### src/sv/mmad_pkg.sv
`timescale 1ns / 1ps
`default_nettype none

package mmad_pkg;

    // fixed field widths of the stream words
    localparam int SMP_W = 12;              // sample, average and reported value
    localparam int CH_W  = 4;               // channel number
    localparam int DB_W  = 12;              // deadband register

    // input word: channel, sample
    localparam int S_TDATA_W = 16;
    localparam int S_TUSER_W = 1;

    // output word: channel, average, reported, zero fill
    localparam int M_TDATA_W = 32;
    localparam int M_TUSER_W = 1;

    // default sizing
    localparam int CHANNELS_DEF = 9;
    localparam int WINDOW_DEF   = 8;

    localparam logic [DB_W-1:0] DEADBAND_RST = DB_W'(8);

    // op codes carried in tuser
    localparam logic OP_PRIME  = 1'b0;
    localparam logic OP_UPDATE = 1'b1;

endpackage

`default_nettype wire

### src/sv/multichannel_moving_average_deadband_top.sv
`timescale 1ns / 1ps
`default_nettype none

// Multichannel boxcar moving average with deadband. Each input word carries a
// channel number and a sample; tuser selects prime (0) or normal update (1). An
// update replaces the oldest sample in that channel's ring, keeps the running
// sum, and gives the truncated average; the reported value follows the average
// only when it moves by at least the deadband, and tuser of the result flags
// that. A prime fills the channel's ring with the sample and sets the reported
// value to it. A channel number at or above CHANNELS leaves all state alone and
// gives one result with average, reported and changed at zero. One item is in
// work at a time: no new word is taken until the last item's result is in the
// output register. An update reads the ring and channel memories with the sum
// update, then does the reciprocal multiply, then the deadband compare and
// write back. A prime fills the ring one slot a cycle, since the ring memory
// has a single write port. A finished result sits in the output register, and
// the next item is accepted while it waits; a later result that finds the
// register still full holds the block until the register drains. The deadband
// register is to be written through the cfg channel only while the block is
// idle; the block itself does not enforce this.
module multichannel_moving_average_deadband_top #(
    parameter int CHANNELS = mmad_pkg::CHANNELS_DEF,   // 1 .. 16
    parameter int WINDOW   = mmad_pkg::WINDOW_DEF      // 1 .. 64
) (
    input  wire logic                           i_clk,
    input  wire logic                           i_rst_n,

    // input stream
    input  wire logic                           i_s_axis_tvalid,
    output logic                                o_s_axis_tready,
    input  wire logic [mmad_pkg::S_TDATA_W-1:0] i_s_axis_tdata,  // channel, sample
    input  wire logic [mmad_pkg::S_TUSER_W-1:0] i_s_axis_tuser,  // op

    // result stream
    output logic                                o_m_axis_tvalid,
    input  wire logic                           i_m_axis_tready,
    output logic      [mmad_pkg::M_TDATA_W-1:0] o_m_axis_tdata,  // out_channel, average, reported, zeros
    output logic      [mmad_pkg::M_TUSER_W-1:0] o_m_axis_tuser,  // changed

    // deadband register write
    input  wire logic                           i_cfg_valid,
    output logic                                o_cfg_ready,
    input  wire logic [mmad_pkg::DB_W-1:0]      i_cfg_data
);
    import mmad_pkg::*;

    localparam int LOG_W  = $clog2(WINDOW);
    localparam int SUM_W  = SMP_W + LOG_W;                       // holds WINDOW full-scale samples
    localparam int POS_W  = (WINDOW > 1) ? $clog2(WINDOW) : 1;
    localparam int CHI_W  = (CHANNELS > 1) ? $clog2(CHANNELS) : 1;
    localparam int RING_D = CHANNELS * WINDOW;
    localparam int RI_W   = (RING_D > 1) ? $clog2(RING_D) : 1;

    typedef enum logic [4:0] {
        S_IDLE  = 5'b00001,
        S_SUM   = 5'b00010,
        S_DIV   = 5'b00100,
        S_PRIME = 5'b01000,
        S_FIN   = 5'b10000
    } t_state;

    // per-channel word of the channel memory
    typedef struct packed {
        logic [SUM_W-1:0] sum;
        logic [SMP_W-1:0] rep;
    } t_chan;

    // ---------------------------------------------------------------------
    // registers
    // ---------------------------------------------------------------------
    t_state             r_state, n_state;
    logic [DB_W-1:0]    r_deadband;

    // item in work
    logic               r_op;
    logic [CH_W-1:0]    r_ch;
    logic [SMP_W-1:0]   r_smp;
    logic               r_bad;          // channel out of range
    logic [RI_W-1:0]    r_ring_idx;     // slot being replaced
    logic [POS_W-1:0]   r_cnt;          // prime fill counter
    logic [SUM_W-1:0]   r_sum;

    // per-channel ring position and reset-zero valid bits
    logic [POS_W-1:0]   r_pos [CHANNELS];
    logic [RING_D-1:0]  r_ring_vld;
    logic [CHANNELS-1:0] r_chan_vld;

    // memories and their registered read data
    logic [SMP_W-1:0]   ring_mem [RING_D];
    t_chan              chan_mem [CHANNELS];
    logic [SMP_W-1:0]   r_ring_q;
    t_chan              r_chan_q;

    // output register
    logic                   r_out_valid;
    logic [M_TDATA_W-1:0]   r_out_data;
    logic [M_TUSER_W-1:0]   r_out_user;

    // ---------------------------------------------------------------------
    // input word decode
    // ---------------------------------------------------------------------
    logic               s_accept;
    logic [CH_W-1:0]    in_ch;
    logic [SMP_W-1:0]   in_smp;
    logic               in_bad;
    logic [CHI_W-1:0]   in_ci;
    logic [RI_W-1:0]    in_ring_idx;

    assign in_ch  = i_s_axis_tdata[CH_W-1:0];
    assign in_smp = i_s_axis_tdata[CH_W +: SMP_W];
    assign in_bad = !((CH_W+1)'(in_ch) < (CH_W+1)'(CHANNELS));
    assign in_ci  = in_bad ? '0 : CHI_W'(in_ch);
    assign in_ring_idx = RI_W'(int'(in_ci) * WINDOW + int'(r_pos[in_ci]));

    assign o_s_axis_tready = (r_state == S_IDLE);
    assign s_accept        = i_s_axis_tvalid && o_s_axis_tready;

    assign o_cfg_ready = 1'b1;

    // ---------------------------------------------------------------------
    // datapath of the item in work
    // ---------------------------------------------------------------------
    logic [CHI_W-1:0]   ci;
    logic [SMP_W-1:0]   old_smp;
    logic [SUM_W-1:0]   old_sum;
    logic [SMP_W-1:0]   old_rep;
    logic [SMP_W-1:0]   avg_q;
    logic [SMP_W-1:0]   diff;
    logic               out_free;
    logic [RI_W-1:0]    prime_idx;

    assign ci       = r_bad ? '0 : CHI_W'(r_ch);
    assign old_smp  = r_ring_vld[r_ring_idx] ? r_ring_q : '0;
    assign old_sum  = r_chan_vld[ci] ? r_chan_q.sum : '0;
    assign old_rep  = r_chan_vld[ci] ? r_chan_q.rep : '0;
    assign diff     = (avg_q >= old_rep) ? (avg_q - old_rep) : (old_rep - avg_q);
    assign out_free = !r_out_valid || i_m_axis_tready;
    assign prime_idx = RI_W'(int'(ci) * WINDOW + int'(r_cnt));

    mmad_avg #(
        .WINDOW (WINDOW),
        .SUM_W  (SUM_W)
    ) u_avg (
        .i_clk  (i_clk),
        .i_sum  (r_sum),
        .o_avg  (avg_q)
    );

    // memory write ports and final result
    logic               ring_we;
    logic [RI_W-1:0]    ring_waddr;
    logic               chan_we;
    t_chan              chan_wdata;
    logic               fin_go;
    logic [SMP_W-1:0]   res_avg;
    logic [SMP_W-1:0]   res_rep;
    logic               res_chg;

    always_comb begin
        n_state    = r_state;
        ring_we    = 1'b0;
        ring_waddr = r_ring_idx;
        chan_we    = 1'b0;
        chan_wdata = '{sum: r_sum, rep: old_rep};
        fin_go     = 1'b0;
        res_avg    = '0;
        res_rep    = '0;
        res_chg    = 1'b0;
        case (r_state)
            S_IDLE: begin
                if (s_accept) begin
                    if (in_bad) begin
                        n_state = S_FIN;
                    end else if (i_s_axis_tuser[0] == OP_PRIME) begin
                        n_state = S_PRIME;
                    end else begin
                        n_state = S_SUM;
                    end
                end
            end
            S_SUM: begin
                // replace the oldest slot
                ring_we = 1'b1;
                n_state = S_DIV;
            end
            S_DIV: begin
                n_state = S_FIN;
            end
            S_PRIME: begin
                ring_we    = 1'b1;
                ring_waddr = prime_idx;
                if (r_cnt == POS_W'(WINDOW - 1)) begin
                    n_state = S_FIN;
                end
            end
            S_FIN: begin
                if (out_free) begin
                    fin_go  = 1'b1;
                    n_state = S_IDLE;
                    if (r_bad) begin
                        res_avg = '0;
                        res_rep = '0;
                        res_chg = 1'b0;
                    end else if (r_op == OP_PRIME) begin
                        res_avg    = r_smp;
                        res_rep    = r_smp;
                        res_chg    = 1'b1;
                        chan_we    = 1'b1;
                        chan_wdata = '{sum: SUM_W'(32'(r_smp) * WINDOW), rep: r_smp};
                    end else begin
                        res_avg = avg_q;
                        // deadband test, a zero deadband always rewrites
                        if (diff >= r_deadband) begin
                            res_rep = avg_q;
                            res_chg = 1'b1;
                        end else begin
                            res_rep = old_rep;
                        end
                        chan_we    = 1'b1;
                        chan_wdata = '{sum: r_sum, rep: res_rep};
                    end
                end
            end
            default: begin
                n_state = S_IDLE;
            end
        endcase
    end

    // ---------------------------------------------------------------------
    // control registers
    // ---------------------------------------------------------------------
    always_ff @(posedge i_clk) begin
        if (!i_rst_n) begin
            r_state     <= S_IDLE;
            r_deadband  <= DEADBAND_RST;
            r_ring_vld  <= '0;
            r_chan_vld  <= '0;
            r_out_valid <= 1'b0;
            r_cnt       <= '0;
            for (int i = 0; i < CHANNELS; i++) begin
                r_pos[i] <= '0;
            end
        end else begin
            r_state <= n_state;
            if (i_cfg_valid && o_cfg_ready) begin
                r_deadband <= i_cfg_data;
            end
            if (ring_we) begin
                r_ring_vld[ring_waddr] <= 1'b1;
            end
            if (chan_we) begin
                r_chan_vld[ci] <= 1'b1;
            end
            // prime fill counter
            if (s_accept) begin
                r_cnt <= '0;
            end else if (r_state == S_PRIME) begin
                r_cnt <= r_cnt + POS_W'(1);
            end
            // ring position advances on update only
            if (r_state == S_SUM) begin
                if (r_pos[ci] == POS_W'(WINDOW - 1)) begin
                    r_pos[ci] <= '0;
                end else begin
                    r_pos[ci] <= r_pos[ci] + POS_W'(1);
                end
            end
            if (fin_go) begin
                r_out_valid <= 1'b1;
            end else if (i_m_axis_tready) begin
                r_out_valid <= 1'b0;
            end
        end
    end

    // ---------------------------------------------------------------------
    // payload registers
    // ---------------------------------------------------------------------
    always_ff @(posedge i_clk) begin
        if (s_accept) begin
            r_op       <= i_s_axis_tuser[0];
            r_ch       <= in_ch;
            r_smp      <= in_smp;
            r_bad      <= in_bad;
            r_ring_idx <= in_ring_idx;
        end
        if (r_state == S_SUM) begin
            // sum still includes the old slot, so this never wraps
            r_sum <= old_sum - SUM_W'(old_smp) + SUM_W'(r_smp);
        end
        if (fin_go) begin
            r_out_data <= {(M_TDATA_W - CH_W - 2*SMP_W)'(0), res_rep, res_avg, r_ch};
            r_out_user <= M_TUSER_W'(res_chg);
        end
    end

    // ring memory, one write and one read port
    always_ff @(posedge i_clk) begin
        if (ring_we) begin
            ring_mem[ring_waddr] <= r_smp;
        end
        if (s_accept) begin
            r_ring_q <= ring_mem[in_ring_idx];
        end
    end

    // channel memory: running sum and reported value
    always_ff @(posedge i_clk) begin
        if (chan_we) begin
            chan_mem[ci] <= chan_wdata;
        end
        if (s_accept) begin
            r_chan_q <= chan_mem[in_ci];
        end
    end

    assign o_m_axis_tvalid = r_out_valid;
    assign o_m_axis_tdata  = r_out_data;
    assign o_m_axis_tuser  = r_out_user;

endmodule

`default_nettype wire

### src/sv/mmad_avg.sv
`timescale 1ns / 1ps
`default_nettype none

module mmad_avg #(
    parameter int WINDOW = mmad_pkg::WINDOW_DEF,
    parameter int SUM_W  = mmad_pkg::SMP_W + $clog2(mmad_pkg::WINDOW_DEF)
) (
    input  wire logic                      i_clk,
    input  wire logic [SUM_W-1:0]          i_sum,
    output logic      [mmad_pkg::SMP_W-1:0] o_avg
);
    import mmad_pkg::*;

    // exact floor(sum / WINDOW) as sum * ceil(2^K / WINDOW) >> K
    localparam int LOG_W  = $clog2(WINDOW);
    localparam int K      = SUM_W + LOG_W;
    localparam int PROD_W = SUM_W + K + 1;
    localparam logic [K:0] RECIP = (K+1)'(((64'd1 << K) + 64'(WINDOW) - 64'd1) / 64'(WINDOW));

    logic [PROD_W-1:0] prod;

    assign prod = PROD_W'(i_sum) * PROD_W'(RECIP);

    always_ff @(posedge i_clk) begin
        o_avg <= prod[K +: SMP_W];
    end

endmodule

`default_nettype wire

### config.mk
export PLATFORM = sky130hd
export DESIGN_NAME = multichannel_moving_average_deadband_top
export DESIGN_NICKNAME = d
export VERILOG_FILES = /design/src/sv/mmad_pkg.sv /design/src/sv/multichannel_moving_average_deadband_top.sv /design/src/sv/mmad_avg.sv
export SDC_FILE = /design/constraint.sdc
export NUM_CORES = 2
export LEC_CHECK = 0
export BUFFER_PORTS_ARGS = -buffer_cell sky130_fd_sc_hd__buf_4
export CORE_MARGIN = 2
export CORE_UTILIZATION = 55
export CTS_CLUSTER_SIZE = 16
export DETAILED_ROUTE_END_ITERATION = 6
export GPL_TIMING_DRIVEN = 0
export PLACE_DENSITY_LB_ADDON = 0.12
export SLEW_MARGIN = 20
export SYNTH_ARGS = -nofsm -noshare
export SYNTH_HDL_FRONTEND = slang
export SYNTH_SLANG_ARGS = --single-unit
export TNS_END_PERCENT = 5
### constraint.sdc
create_clock -name i_clk -period 8.78 [get_ports i_clk]
set_input_delay 0.878 -clock i_clk [delete_from_list [all_inputs] [get_ports i_clk]]
set_output_delay 0.878 -clock i_clk [all_outputs]
set_load 0.01 [all_outputs]
==> key figures <==
Die
  – Die Width: approximately 320 µm
  – Core area: 0.1016 mm²
  – Die area: roughly 0.10 mm²
  – Ports: 70
  – Initial Util: a little under three fifths
  – Die height: 323.8 µm
  – FP Rows: 117

Power
  – Reg power frac: between 40% and 50%
  – Peak VDD IR: just under 0.0002 V
  – Logic gate share of total power: between 10% and 20%
  – Int Pwr: approximately 11 mW
  – Clock power share: between 30% and 40%
  – P_sw: 3.929 mW
  – Switching Fraction: roughly 26%
  – Leakage power: about 22 nW
  – Pwr per Cell Area: ~240 mW/mm²

Synthesis
  – Post-synth EDFFs: approximately 1.3k
  – Sequential area share after synthesis: 71.49%
  – Unique masters post-synth: 76
  – Seq cells post-synth: between 1k and 1.5k
  – Syn_area_per_cell: between 10 and 15 µm²
  – Main flop type after synthesis: edfxtp_1
  – Syn Std Cell Area: about 0.056 mm²
  – Yosys Warn Count: 0
  – Syn Inst Count: about 4.0k
  – Async S/R FF share, synth: 0%

Worst setup path
  – Req. time, crit path: between 9 and 10 ns
  – Crit path launch type: register
  – Worst r2r src: r_ch[1]$_DFFE_PP_
  – Crit Path Category: reg2reg
  – Reg2Reg Setup Slack: approximately 0.57 ns
  – R2R Path End: chan_mem[4][11]$_DFFE_PP_
  – Worst-path maximum fanout: 10
  – WP data arrival: ~8.6 ns
  – Setup crit end kind: register
  – Reg2reg path depth: 27
  – Crit. Startpoint: r_ch[1]$_DFFE_PP_

Global routing
  – GRT Residual Overflow: 0
  – Initial antenna violation count: 8
  – Largest net degree at the start of global routing: 47
  – GRT Overall Usage: 29.89%
  – First-pass GRT wire length: approximately 220,000 µm
  – Vias in the first global route: 34.01k

Run status
  – Run status: completed

Clocking
  – Num CTS Buffers: about 140
  – CTS root buffer: clkbuf_16
  – Clock-pin slew on the worst setup and hold paths: around 0.060 ns
  – CTS sink count: between 1k and 1.5k
  – Postcts setup bufs: 0
  – H-tree levels: 4
  – Post-CTS Hold Fix Bufs: 0
  – Clock buffer depth: 3
  – Clk Latency, worst-skew pair: around 0.76 ns
  – TritonCTS clock tree: built

Timing
  – Tcrit/Tclk final: 93.53%
  – PnR worst setup slack: between 0.5 and 0.6 ns
  – Final setup vio count: 0
  – Relative slew slack: 23.63%
  – Slew Limit Fails: 0
  – Clock skew: approximately 0.033 ns
  – RSZ-0062 raised after global routing: no
  – Hold Worst Slack: between 0.2 and 0.3 ns
  – Final hold viol count: 0
  – Actual slew at the worst max-slew pin: between 1 and 1.5 ns
  – Minimum clock period: between 8 and 9 ns
  – Maximum clock frequency: 121.8 MHz

Drt
  – TritonRoute pass-1 iters: 6
  – DR WL/cell: 27.14 µm
  – WL final: ~160,000 µm
  – DRC: 0
  – Antenna Violating Nets Remaining: 0
  – Routed vias: 35.07k
  – Initial DRC count: between 4k and 5k
  – Via density: 6.127

Finish
  – Fin nets: roughly 4.3k
  – Commonest non-fill, non-tap cells in the layout: edfxtp_1, nand2_1, a21oi_1
  – Final instance area: ~0.064 mm²
  – Leading cell type in the layout, fill and taps excluded: edfxtp_1
  – Layout area overhead: 14.59%
  – Share of cells above drive strength 1: roughly 15%

Hold path
  – WHS Endpoint: r_smp[10]$_DFFE_PP_
  – Hold Path Depth: 1
  – Hold crit path type: in2reg
  – Hold Startpoint: i_s_axis_tdata[14]

Placement
  – Final HPWL DP: about 110,000 µm
  – RD Place Congestion: around 0.9
  – DP Worst Slack: -0.6938 ns
  – PortBufs: 62
  – Area after DPL: around 0.06 mm²

Job
  – Max-Cap Viols: 0
[cell families (layout without fill, tap and decap cells)]
group           after synthesis  count (layout)  synth area share, %
other cells                   2               7              0.01335
buf+inv                     333             730                2.531
mux                         265             265                6.529
flops                      1377            1377                71.49
simple gates               1279            1279                10.01
xor+xnor                     25              25               0.3893
fa+ha+maj                    68              68                1.700
compound gates              605             605                7.343
[power groups by stage]
stage	registers (mW)	clock network [mW]	logic (mW)
2_1_floorplan	7.71	0	1.09
3_5_place_dp	7.66	0	1.99
6_report	7.52	5.82	2.03
5_1_grt	7.53	6.12	2.18
4_1_cts	7.52	5.86	2.00
3_3_place_gp	7.90	0	1.62
[registers in the layout, indices dropped and copies added (netlist names)]
| name | cells |
|---|---|
| r_cnt | 3 |
| ring_mem | 864 |
| r_chan_vld | 9 |
| r_ring_idx | 7 |
| o_m_axis_tvalid | 1 |
| r_smp | 12 |
| r_chan_q | 27 |
| u_avg.o_avg | 12 |
| r_sum | 15 |
| r_pos | 48 |
| r_bad | 1 |
| o_m_axis_tdata | 28 |
| o_m_axis_tuser | 1 |
| r_state | 5 |
| r_deadband | 12 |
| r_ring_q | 12 |
| r_ch | 4 |
| r_op | 1 |
| chan_mem | 243 |
| r_ring_vld | 72 |
[critical path, stage by stage (launching register included)]
cell and delay [ns]:
edfxtp_1 0.36, clkbuf_1 0.43, nor2_1 0.15, nor2_2 0.40, a211oi_1 0.11, o22ai_2 0.53
clkbuf_2 0.49, nand2_1 0.25, inv_1 0.17, ha_1 0.14, clkbuf_1 0.31, nand2_1 0.10
a21o_1 0.19, a21oi_1 0.27, o221ai_1 0.21, o21ai_2 0.36, clkbuf_1 0.49, mux2_2 0.42
ha_1 0.27, a21o_1 0.15, a21o_1 0.17, a21o_1 0.17, a21o_1 0.17, a211o_1 0.30
clkbuf_1 0.25, clkbuf_1 0.30, a41oi_1 0.26, o221ai_1 0.37
[synthesized netlist by cell type (12+ instances only)]
library cell	n	area share [%]
edfxtp_1	1263	67
nand2_1	721	4.8
a21oi_1	171	1.5
mux2i_1	170	3.0
nand3_1	166	1.5
nor2_1	162	1.1
clkbuf_1	126	0.84
dfxtp_1	114	4.1
inv_1	97	0.65
o21a_1	87	1.2
nand4_1	86	0.96
o21ai_0	81	0.72
mux4_2	80	3.2
buf_2	59	0.52
ha_1	54	1.2
a32oi_1	50	0.78
o22ai_1	39	0.43
a22oi_1	34	0.45
nor2b_1	34	0.38
nor3_1	25	0.22
buf_1	23	0.15
buf_4	18	0.24
xnor2_1	17	0.26
a31oi_1	16	0.18
mux2_2	15	0.30
fa_1	14	0.50
nor4_1	14	0.16
or3_1	14	0.16
a21boi_0	12	0.16
a21o_1	12	0.16
a221oi_1	12	0.19
a311oi_1	12	0.19
a41oi_1	12	0.19
[stage by stage]
step	total power [mW]	util (%)	std cells	TNS, ns
2_1_floorplan	8.801	-	3957	0
3_3_place_gp	9.518	57.52	5387	-105.08
3_5_place_dp	9.651	59.01	5467	-44.43
4_1_cts	15.39	63.39	5722	0
5_1_grt	15.83	63.44	5722	0
6_report	15.37	63.44	5724	0
[worst max-delay path by stage]
stage | endpoint | slack [ns] | cells past startpoint
2_1_floorplan | chan_mem[0][10]$_DFFE_PP_ | 2.17 | 29
4_1_cts | chan_mem[0][9]$_DFFE_PP_ | 0.07 | 28
6_report | chan_mem[4][11]$_DFFE_PP_ | 0.57 | 27
5_1_grt | chan_mem[4][11]$_DFFE_PP_ | 0.16 | 28
3_5_place_dp | chan_mem[4][6]$_DFFE_PP_ | -0.69 | 28
3_3_place_gp | chan_mem[0][13]$_DFFE_PP_ | -1.11 | 5
[area by class of cell]
class / instances / area (µm²)
diodes: 2 / 5.005
plain buffers: 230 / 1041
clock buffers: 200 / 4000
clock inverters: 55 / 444.2
fillers: 7589 / 37140
inverters: 103 / 389.1
multi-input cells: 2247 / 14920
flip-flops and latches: 1377 / 40210
well taps: 1368 / 1712
repair buffers: 142 / 1733
[routing by layer]
layer  part of all wire, %  vias to the layer above  global-route usage, %
met3                   9.0                      315                  6.231
met4                   3.4                        6                  10.63
li1                      -                    15513                      -
met5                 0.030                        -                      0
met2                    47                     1642                  47.07
met1                    41                    17594                  41.61
[repair_timing]
item	in CTS	in global routing
pin swaps	0	0
gates resized for setup	5	14
endpoints found under the setup margin	108	108
No activity file was read; power rests on OpenSTA's default activity.
